`src/hw/rtl/cpdr_pkg.sv`:
```
// Constants, types and helpers of the card presence dedup reporter.
package cpdr_pkg;

    localparam int CAPACITY = 16;
    localparam int BUCKETS  = 64;

    localparam int ID_W   = 16;
    localparam int ST_W   = 8;
    localparam int BYTE_W = 8;
    localparam int HASH_W = 6;
    localparam int CNT_W  = $clog2(CAPACITY + 1);
    localparam int ADDR_W = (CAPACITY > 1) ? $clog2(CAPACITY) : 1;
    localparam int ENT_W  = ID_W + ST_W;

    localparam logic [BYTE_W-1:0] SYNC_BYTE  = 8'h55;
    localparam logic [BYTE_W-1:0] PROTO_BYTE = 8'h01;
    localparam logic [BYTE_W-1:0] SLEEP_CMD  = 8'h01;
    localparam logic [BYTE_W-1:0] CR_BYTE    = 8'h0d;
    localparam logic [BYTE_W-1:0] LF_BYTE    = 8'h0a;

    localparam logic CMD_PACKET = 1'b0;
    localparam logic CMD_TICK   = 1'b1;
    localparam logic KIND_REPLY = 1'b0;
    localparam logic KIND_FRAME = 1'b1;

    typedef struct packed {
        logic [ID_W-1:0] id;
        logic [ST_W-1:0] st;
    } entry_t;

    // (id & 0x3f) % BUCKETS; BUCKETS is a power of two no larger than 64
    function automatic logic [HASH_W-1:0] bucket_of(input logic [ID_W-1:0] id);
        return id[HASH_W-1:0] & HASH_W'(BUCKETS - 1);
    endfunction

endpackage

```
`src/hw/rtl/cpdr_ram.sv`:
```
// Generic single-write, single-read RAM with registered read data.
module cpdr_ram #(
    parameter int WIDTH = 8,
    parameter int DEPTH = 16
) (
    input  logic                                        clk,
    input  logic                                        we,
    input  logic [((DEPTH > 1) ? $clog2(DEPTH) : 1)-1:0] waddr,
    input  logic [WIDTH-1:0]                            wdata,
    input  logic [((DEPTH > 1) ? $clog2(DEPTH) : 1)-1:0] raddr,
    output logic [WIDTH-1:0]                            rdata
);

    logic [WIDTH-1:0] mem [DEPTH];

    always_ff @(posedge clk)
    begin
        if (we)
        begin
            mem[waddr] <= wdata;
        end
        rdata <= mem[raddr];
    end

endmodule

```
`src/hw/rtl/card_presence_dedup_reporter_top.sv`:
```
// Top level of the card presence dedup reporter: table control, frame builder, output register.
//
//  channel  | dir | tdata (low bit up)                          | tuser     | tlast
//  s_axis   | in  | card_id, tag_status, random_byte, check_byte | command   | -
//  m_axis   | out | data_byte, reply_id                          | kind      | last
//
// Table entries sit in one RAM (one read and one write port, registered read data).
// Packet: on accept, stored entries are read and compared in turn, and the packet is appended
// when none matches and there is room; a bad check or random field is dropped on accept. Tick
// on n entries over d distinct buckets: 3 header beats, d + 1 passes over the RAM, 3 beats per
// entry, 3 trailer beats. A stalled master side holds the frame builder on the pending beat.
// Reset clears state, count and output valid; RAM contents are never read beyond the count.
module card_presence_dedup_reporter_top (
    input  logic        clk,
    input  logic        rst_n,
    input  logic        s_axis_tvalid,
    output logic        s_axis_tready,
    input  logic [39:0] s_axis_tdata,  // card_id[15:0], tag_status[23:16],
                                       // random_byte[31:24], check_byte[39:32]
    input  logic        s_axis_tuser,  // command
    output logic        m_axis_tvalid,
    input  logic        m_axis_tready,
    output logic [23:0] m_axis_tdata,  // data_byte[7:0], reply_id[23:8]
    output logic        m_axis_tuser,  // kind
    output logic        m_axis_tlast   // last
);

    localparam int CW = cpdr_pkg::CNT_W;
    localparam int AW = cpdr_pkg::ADDR_W;
    localparam int HW = cpdr_pkg::HASH_W;
    localparam logic [CW-1:0] ONE     = CW'(1);
    localparam logic [CW-1:0] CAP_CNT = CW'(cpdr_pkg::CAPACITY);
    localparam logic [1:0]    SEL_END = 2'd2;

    typedef enum logic [7:0] {
        ST_IDLE   = 8'b0000_0001,
        ST_LK_RD  = 8'b0000_0010,
        ST_LK_CHK = 8'b0000_0100,
        ST_HDR    = 8'b0000_1000,
        ST_SC_RD  = 8'b0001_0000,
        ST_SC_CHK = 8'b0010_0000,
        ST_ENT    = 8'b0100_0000,
        ST_TRL    = 8'b1000_0000
    } state_t;

    state_t                  state_reg, state_next;
    logic [CW-1:0]           cnt_reg, cnt_next;
    logic [CW-1:0]           idx_reg, idx_next;
    logic [1:0]              sel_reg, sel_next;
    logic [HW-1:0]           cur_reg, cur_next;
    logic [HW-1:0]           nxt_reg, nxt_next;
    logic                    nf_reg, nf_next;
    logic                    first_reg, first_next;
    logic [7:0]              xr_reg, xr_next;
    logic [15:0]             pid_reg, pid_next;
    logic [7:0]              pst_reg, pst_next;
    cpdr_pkg::entry_t        ent_reg, ent_next;

    logic                    out_valid_reg, out_valid_next;
    logic                    out_kind_reg, out_kind_next;
    logic [7:0]              out_data_reg, out_data_next;
    logic [15:0]             out_rid_reg, out_rid_next;
    logic                    out_last_reg, out_last_next;

    logic                    ram_we;
    logic [AW-1:0]           ram_waddr, ram_raddr;
    cpdr_pkg::entry_t        ram_wdata, ram_rdata;

    logic                    out_free, s_fire, pkt_ok, idx_last, do_adv;
    logic                    emit, emit_kind, emit_last;
    logic [7:0]              emit_data;
    logic [15:0]             emit_rid;
    logic [HW-1:0]           bkt, nxt_c;
    logic                    nf_c;
    logic [7:0]              count_byte;

    logic        in_cmd;
    logic [15:0] in_id;
    logic [7:0]  in_st, in_rnd, in_chk;

    assign in_cmd = s_axis_tuser;
    assign in_id  = s_axis_tdata[15:0];
    assign in_st  = s_axis_tdata[23:16];
    assign in_rnd = s_axis_tdata[31:24];
    assign in_chk = s_axis_tdata[39:32];

    assign pkt_ok = (in_chk == (in_rnd ^ in_st ^ in_id[7:0] ^ in_id[15:8]))
                    && (in_rnd[7:1] == 7'd0);

    assign out_free      = !out_valid_reg || m_axis_tready;
    assign s_axis_tready = (state_reg == ST_IDLE) && out_free;
    assign s_fire        = s_axis_tvalid && s_axis_tready;
    assign idx_last      = (idx_reg + ONE) == cnt_reg;
    assign count_byte    = 8'(cnt_reg);
    assign bkt           = cpdr_pkg::bucket_of(ram_rdata.id);

    cpdr_ram #(
        .WIDTH (cpdr_pkg::ENT_W),
        .DEPTH (cpdr_pkg::CAPACITY)
    ) u_ram (
        .clk   (clk),
        .we    (ram_we),
        .waddr (ram_waddr),
        .wdata (ram_wdata),
        .raddr (ram_raddr),
        .rdata (ram_rdata)
    );

    always_comb
    begin
        state_next = state_reg;
        cnt_next   = cnt_reg;
        idx_next   = idx_reg;
        sel_next   = sel_reg;
        cur_next   = cur_reg;
        nxt_next   = nxt_reg;
        nf_next    = nf_reg;
        first_next = first_reg;
        xr_next    = xr_reg;
        pid_next   = pid_reg;
        pst_next   = pst_reg;
        ent_next   = ent_reg;

        ram_we    = 1'b0;
        ram_waddr = idx_reg[AW-1:0];
        ram_wdata = ram_rdata;
        ram_raddr = idx_reg[AW-1:0];

        emit      = 1'b0;
        emit_kind = cpdr_pkg::KIND_FRAME;
        emit_data = '0;
        emit_rid  = '0;
        emit_last = 1'b0;

        nf_c   = nf_reg;
        nxt_c  = nxt_reg;
        do_adv = 1'b0;

        case (state_reg)
            ST_IDLE:
            begin
                if (s_fire)
                begin
                    if (in_cmd == cpdr_pkg::CMD_TICK)
                    begin
                        if (cnt_reg != '0)
                        begin
                            state_next = ST_HDR;
                            sel_next   = '0;
                            xr_next    = '0;
                            first_next = 1'b1;
                        end
                    end
                    else if (pkt_ok)
                    begin
                        emit       = 1'b1;
                        emit_kind  = cpdr_pkg::KIND_REPLY;
                        emit_data  = cpdr_pkg::SLEEP_CMD;
                        emit_rid   = in_id;
                        emit_last  = 1'b1;
                        pid_next   = in_id;
                        pst_next   = in_st;
                        idx_next   = '0;
                        state_next = ST_LK_RD;
                    end
                end
            end
            ST_LK_RD:
            begin
                if (idx_reg == cnt_reg)
                begin
                    // no match: append while there is room
                    if (cnt_reg < CAP_CNT)
                    begin
                        ram_we       = 1'b1;
                        ram_waddr    = cnt_reg[AW-1:0];
                        ram_wdata.id = pid_reg;
                        ram_wdata.st = pst_reg;
                        cnt_next     = cnt_reg + ONE;
                    end
                    state_next = ST_IDLE;
                end
                else
                begin
                    state_next = ST_LK_CHK;
                end
            end
            ST_LK_CHK:
            begin
                if (ram_rdata.id == pid_reg)
                begin
                    ram_we       = 1'b1;
                    ram_wdata.id = pid_reg;
                    ram_wdata.st = ram_rdata.st | pst_reg;
                    state_next   = ST_IDLE;
                end
                else
                begin
                    idx_next   = idx_reg + ONE;
                    state_next = ST_LK_RD;
                end
            end
            ST_HDR:
            begin
                if (out_free)
                begin
                    emit = 1'b1;
                    case (sel_reg)
                        2'd0:    emit_data = cpdr_pkg::SYNC_BYTE;
                        2'd1:    emit_data = cpdr_pkg::PROTO_BYTE;
                        default: emit_data = count_byte;
                    endcase
                    xr_next = xr_reg ^ emit_data;
                    if (sel_reg == SEL_END)
                    begin
                        sel_next   = '0;
                        idx_next   = '0;
                        nf_next    = 1'b0;
                        state_next = ST_SC_RD;
                    end
                    else
                    begin
                        sel_next = sel_reg + 2'd1;
                    end
                end
            end
            ST_SC_RD:
            begin
                state_next = ST_SC_CHK;
            end
            ST_SC_CHK:
            begin
                // track the smallest bucket above the one being drained (any bucket on the first pass)
                if ((first_reg || (bkt > cur_reg)) && (!nf_reg || (bkt < nxt_reg)))
                begin
                    nf_c  = 1'b1;
                    nxt_c = bkt;
                end
                nf_next  = nf_c;
                nxt_next = nxt_c;
                if (!first_reg && (bkt == cur_reg))
                begin
                    ent_next   = ram_rdata;
                    sel_next   = '0;
                    state_next = ST_ENT;
                end
                else
                begin
                    do_adv = 1'b1;
                end
            end
            ST_ENT:
            begin
                if (out_free)
                begin
                    emit = 1'b1;
                    case (sel_reg)
                        2'd0:    emit_data = ent_reg.st;
                        2'd1:    emit_data = ent_reg.id[15:8];
                        default: emit_data = ent_reg.id[7:0];
                    endcase
                    xr_next = xr_reg ^ emit_data;
                    if (sel_reg == SEL_END)
                    begin
                        do_adv = 1'b1;
                    end
                    else
                    begin
                        sel_next = sel_reg + 2'd1;
                    end
                end
            end
            ST_TRL:
            begin
                if (out_free)
                begin
                    emit = 1'b1;
                    case (sel_reg)
                        2'd0:    emit_data = xr_reg;
                        2'd1:    emit_data = cpdr_pkg::CR_BYTE;
                        default: emit_data = cpdr_pkg::LF_BYTE;
                    endcase
                    if (sel_reg == SEL_END)
                    begin
                        emit_last  = 1'b1;
                        cnt_next   = '0;
                        state_next = ST_IDLE;
                    end
                    else
                    begin
                        sel_next = sel_reg + 2'd1;
                    end
                end
            end
            default:
            begin
                state_next = ST_IDLE;
            end
        endcase

        // next entry, next bucket pass, or trailer
        if (do_adv)
        begin
            if (!idx_last)
            begin
                idx_next   = idx_reg + ONE;
                state_next = ST_SC_RD;
            end
            else if (nf_c)
            begin
                cur_next   = nxt_c;
                first_next = 1'b0;
                nf_next    = 1'b0;
                idx_next   = '0;
                state_next = ST_SC_RD;
            end
            else
            begin
                sel_next   = '0;
                state_next = ST_TRL;
            end
        end
    end

    always_comb
    begin
        out_valid_next = out_valid_reg;
        out_kind_next  = out_kind_reg;
        out_data_next  = out_data_reg;
        out_rid_next   = out_rid_reg;
        out_last_next  = out_last_reg;
        if (emit)
        begin
            out_valid_next = 1'b1;
            out_kind_next  = emit_kind;
            out_data_next  = emit_data;
            out_rid_next   = emit_rid;
            out_last_next  = emit_last;
        end
        else if (m_axis_tready)
        begin
            out_valid_next = 1'b0;
        end
    end

    always_ff @(posedge clk or negedge rst_n)
    begin
        if (!rst_n)
        begin
            state_reg     <= ST_IDLE;
            cnt_reg       <= '0;
            out_valid_reg <= 1'b0;
        end
        else
        begin
            state_reg     <= state_next;
            cnt_reg       <= cnt_next;
            out_valid_reg <= out_valid_next;
        end
    end

    always_ff @(posedge clk)
    begin
        idx_reg      <= idx_next;
        sel_reg      <= sel_next;
        cur_reg      <= cur_next;
        nxt_reg      <= nxt_next;
        nf_reg       <= nf_next;
        first_reg    <= first_next;
        xr_reg       <= xr_next;
        pid_reg      <= pid_next;
        pst_reg      <= pst_next;
        ent_reg      <= ent_next;
        out_kind_reg <= out_kind_next;
        out_data_reg <= out_data_next;
        out_rid_reg  <= out_rid_next;
        out_last_reg <= out_last_next;
    end

    assign m_axis_tvalid = out_valid_reg;
    assign m_axis_tdata  = {out_rid_reg, out_data_reg};
    assign m_axis_tuser  = out_kind_reg;
    assign m_axis_tlast  = out_last_reg;

endmodule

```
`config.mk`:
```
export PLATFORM = sky130hd
export DESIGN_NAME = card_presence_dedup_reporter_top
export DESIGN_NICKNAME = d
export VERILOG_FILES = /design/src/hw/rtl/cpdr_pkg.sv /design/src/hw/rtl/cpdr_ram.sv /design/src/hw/rtl/card_presence_dedup_reporter_top.sv
export SDC_FILE = /design/constraint.sdc
export NUM_CORES = 1
export LEC_CHECK = 0
export BUFFER_PORTS_ARGS = -buffer_cell sky130_fd_sc_hd__buf_2
export CELL_PAD_IN_SITES_DETAIL_PLACEMENT = 2
export CELL_PAD_IN_SITES_GLOBAL_PLACEMENT = 2
export CORE_ASPECT_RATIO = 1.4
export CORE_MARGIN = 2
export CORE_UTILIZATION = 52
export CTS_CLUSTER_DIAMETER = 50
export DETAILED_ROUTE_END_ITERATION = 8
export PLACE_DENSITY_LB_ADDON = 0.1
export SKIP_CTS_REPAIR_TIMING = 1
export SLEW_MARGIN = 20
export SYNTH_ARGS = -nofsm -noshare
export SYNTH_HDL_FRONTEND = slang
export SYNTH_SLANG_ARGS = --single-unit
```
`constraint.sdc`:
```
create_clock -name clk -period 7.5 [get_ports clk]
set_clock_uncertainty 0.1 [all_clocks]
set_input_delay 0.75 -clock clk [delete_from_list [all_inputs] [get_ports clk]]
set_output_delay 0.75 -clock clk [all_outputs]
set_load 0.03 [all_outputs]
```
==> impl_metrics.toml <==
[detailed_routing]
routed_via_density = 6.311
antenna_left = 0
routedWlPerCell_um = 35.18
num_vias = 11190
postRouteWirelength_um = 62370
drt-initial-drc-count = 1108
route.detailed.drc = 0
drt_first_pass_iters = 5

[finish]
final_area_mm2 = 0.02381
layout-drive-gt1-share_pct = 27.59
largest_reg_flops = 384
n_fill_cell = 3335
final_core_util_pct = 59.43
layout_commonest_cell = "edfxtp_1"
final_nets = 1259
layout_common_cells = "edfxtp_1 (472), mux4_2 (120), buf_2 (72), clkbuf_16 (53), xnor2_1 (44)"
syn_to_final_growth_pct = 13.21

[sta]
fin_crit_sh_pct = 62.83
rsz0062_at_grt = "no"
setup_tns_ns = 0
slew_headroom_pct = 25.00
finalSetupViolations = 0
fmax_mhz = 212.2
slew_viol_final = 0
hold_viol = 0
worst_pin_slew_ns = 1.125
period_minus_slack_ns = 4.712

[yosys]
synthCells = 1092
synthFlopType = "edfxtp_1"
synthesis.nets = 1157
synthArstFlopShare_pct = 2.667
synth-seq-cells = 525
synth.distinct_cells = 60
avgSynthCellArea_um2 = 19.26
synth-edff-count = 472
yosysWarnings = 0
syn-cell-area_mm2 = 0.02103
ys_seq_area_share_pct = 72.79

[setup_path]
cpPeakStageDelay_ns = 0.96
cp_max_fo = 13
start_kind = "register"
path_buf_inv = 1
critical_path_class = "reg -> reg"
cp.arrival_ns = 4.88
worstPathRequired_ns = 7.67
cp-end-kind = "register"
crit_path_cell_trace = "xnor2_1, nand4_1, nor4_1, nand2_1, o31ai_1, nand3b_1, nor2_2, buf_4"
crit_family = "simple AND/OR/NAND/NOR gates"
slowest_stage = "nor4_1"

[die]
initial_core_util_pct = 52.49
core_area_mm2 = 0.04006
rows = 87
die_y_um = 241.9
io_pins = 73
die_w_um = 174.0
die-area_mm2 = 0.04209

[place]
dp_hpwl_um = 38330
io_buffers = 72
place_area_mm2 = 0.02211
gp_congestion = 0.7927

[cts]
clkSlewWorstSetupHoldPaths_ns = 0.07
h-tree-depth = 2
cts_buffer_depth = 3
cts_buffers = 51
insertion_delay_ns = 0.60
root_buffer = "clkbuf_16"
cts.sinks = 525
cts_tree = "yes"

[outcome]
status = "finished, final reports clean"

[global_route]
grt_usage_pct = 30.40
grt_pass1_vias = 12190
grt_pass1_wl_um = 90200
antenna_found_initial = 2
globalRouteOverflowTotal = 0
grt_max_degree = 63

[power_and_ir_drop]
leakagePower_nw = 7.388
p_per_area_mw_per_mm2 = 348.8
vdd_drop_max_uv = 339.2

[job]
maxCapViolations = 0

[min_path]
min_path_type = "in -> reg"
-- metrics by stage --
step / hold WS [ns] / setup slack, ns / cells / total power, mW
2_1_floorplan: 0.3086 / 3.588 / 1092 / 5.102
3_3_place_gp: 0.3122 / 3.425 / 1670 / 5.740
3_5_place_dp: 0.3261 / 3.064 / 1670 / 5.858
4_1_cts: -0.03459 / 2.844 / 1765 / 8.355
5_1_grt: 0.2555 / 2.757 / 1771 / 8.594
6_report: 0.2561 / 2.788 / 1773 / 8.304
-- layout make-up --
class / count / area, um2 / area share (%)
sequential: 525 / 15310 / 64.33
multi-input combinational: 498 / 5539 / 23.27
clock buffer: 60 / 1353 / 5.682
tap: 534 / 668.1 / 2.807
timing repair buffer: 96 / 615.6 / 2.586
clock inverter: 35 / 224.0 / 0.9408
inverter: 22 / 83.83 / 0.3522
antenna: 3 / 7.507 / 0.03154
-- Yosys cell counts, drive strengths merged (6+ instances only) --
cell type  number  share of area (%)
edfxtp        472                 67
mux4          120                 13
nor2           47               0.84
xnor2          44                1.8
dfxtp          39                3.7
nand2          38               0.68
clkbuf         33               0.59
a21oi          22               0.52
inv            22               0.39
mux2           21                1.1
ha             20                1.2
o21ai          19               0.45
and2           18               0.58
buf            14               0.35
dfrtp          13                1.5
nand3          13               0.31
a22o           10               0.42
nor3           10               0.26
a22oi           9               0.32
nand4           8               0.24
a21o            7               0.25
xnor3           7               0.75
xor2            7               0.29
nand2b          6               0.18
o21a            6               0.21
-- kinds of logic (layout without fill, tap and decap cells) --
| group | after synthesis | after routing | share of synthesized area (%) |
|---|---|---|---|
| xor gates and xnor gates | 58 | 58 | 2.874 |
| and+or+nand+nor | 172 | 172 | 4.368 |
| muxes | 145 | 145 | 14.17 |
| buffers and inverters | 69 | 213 | 1.327 |
| other | 0 | 3 | 0 |
| adders and majority gates | 20 | 20 | 1.190 |
| DFF | 525 | 525 | 72.79 |
| AOI/OAI and AO/OA | 103 | 103 | 3.285 |
-- worst paths after layout --
kind	start	to	slack, ns	cells past startpoint
worst max-delay path	pid_reg[9]	u_ram.mem[6][2]	2.79	8
worst min-delay path	s_axis_tdata[23]	pst_reg[7]	0.26	1
worst max register to register	pid_reg[9]	u_ram.mem[6][2]	2.79	8
worst min register to register	u_ram.rdata[7]	ent_reg[7]	0.33	0
max in group asynchronous	rst_n	state_reg[0]	6.46	2
min in group asynchronous	rst_n	cnt_reg[1]	0.53	2
-- layer usage --
metal / vias to the layer above / wire length (um) / global-route usage, %
met5: - / 0 / 0
met4: 0 / 3020 / 13.64
met3: 126 / 2888 / 4.002
met2: 432 / 32800 / 52.59
met1: 6012 / 23660 / 38.56
li1: 4620 / - / -
-- where the power goes --
part	internal, mW	switching (mW)	leakage [nW]
Sequential	3.54	0.231	4.34
Combinational	0.794	1.25	2.28
Clock	1.36	1.12	0.772
Power figures use the tool's default switching activity.
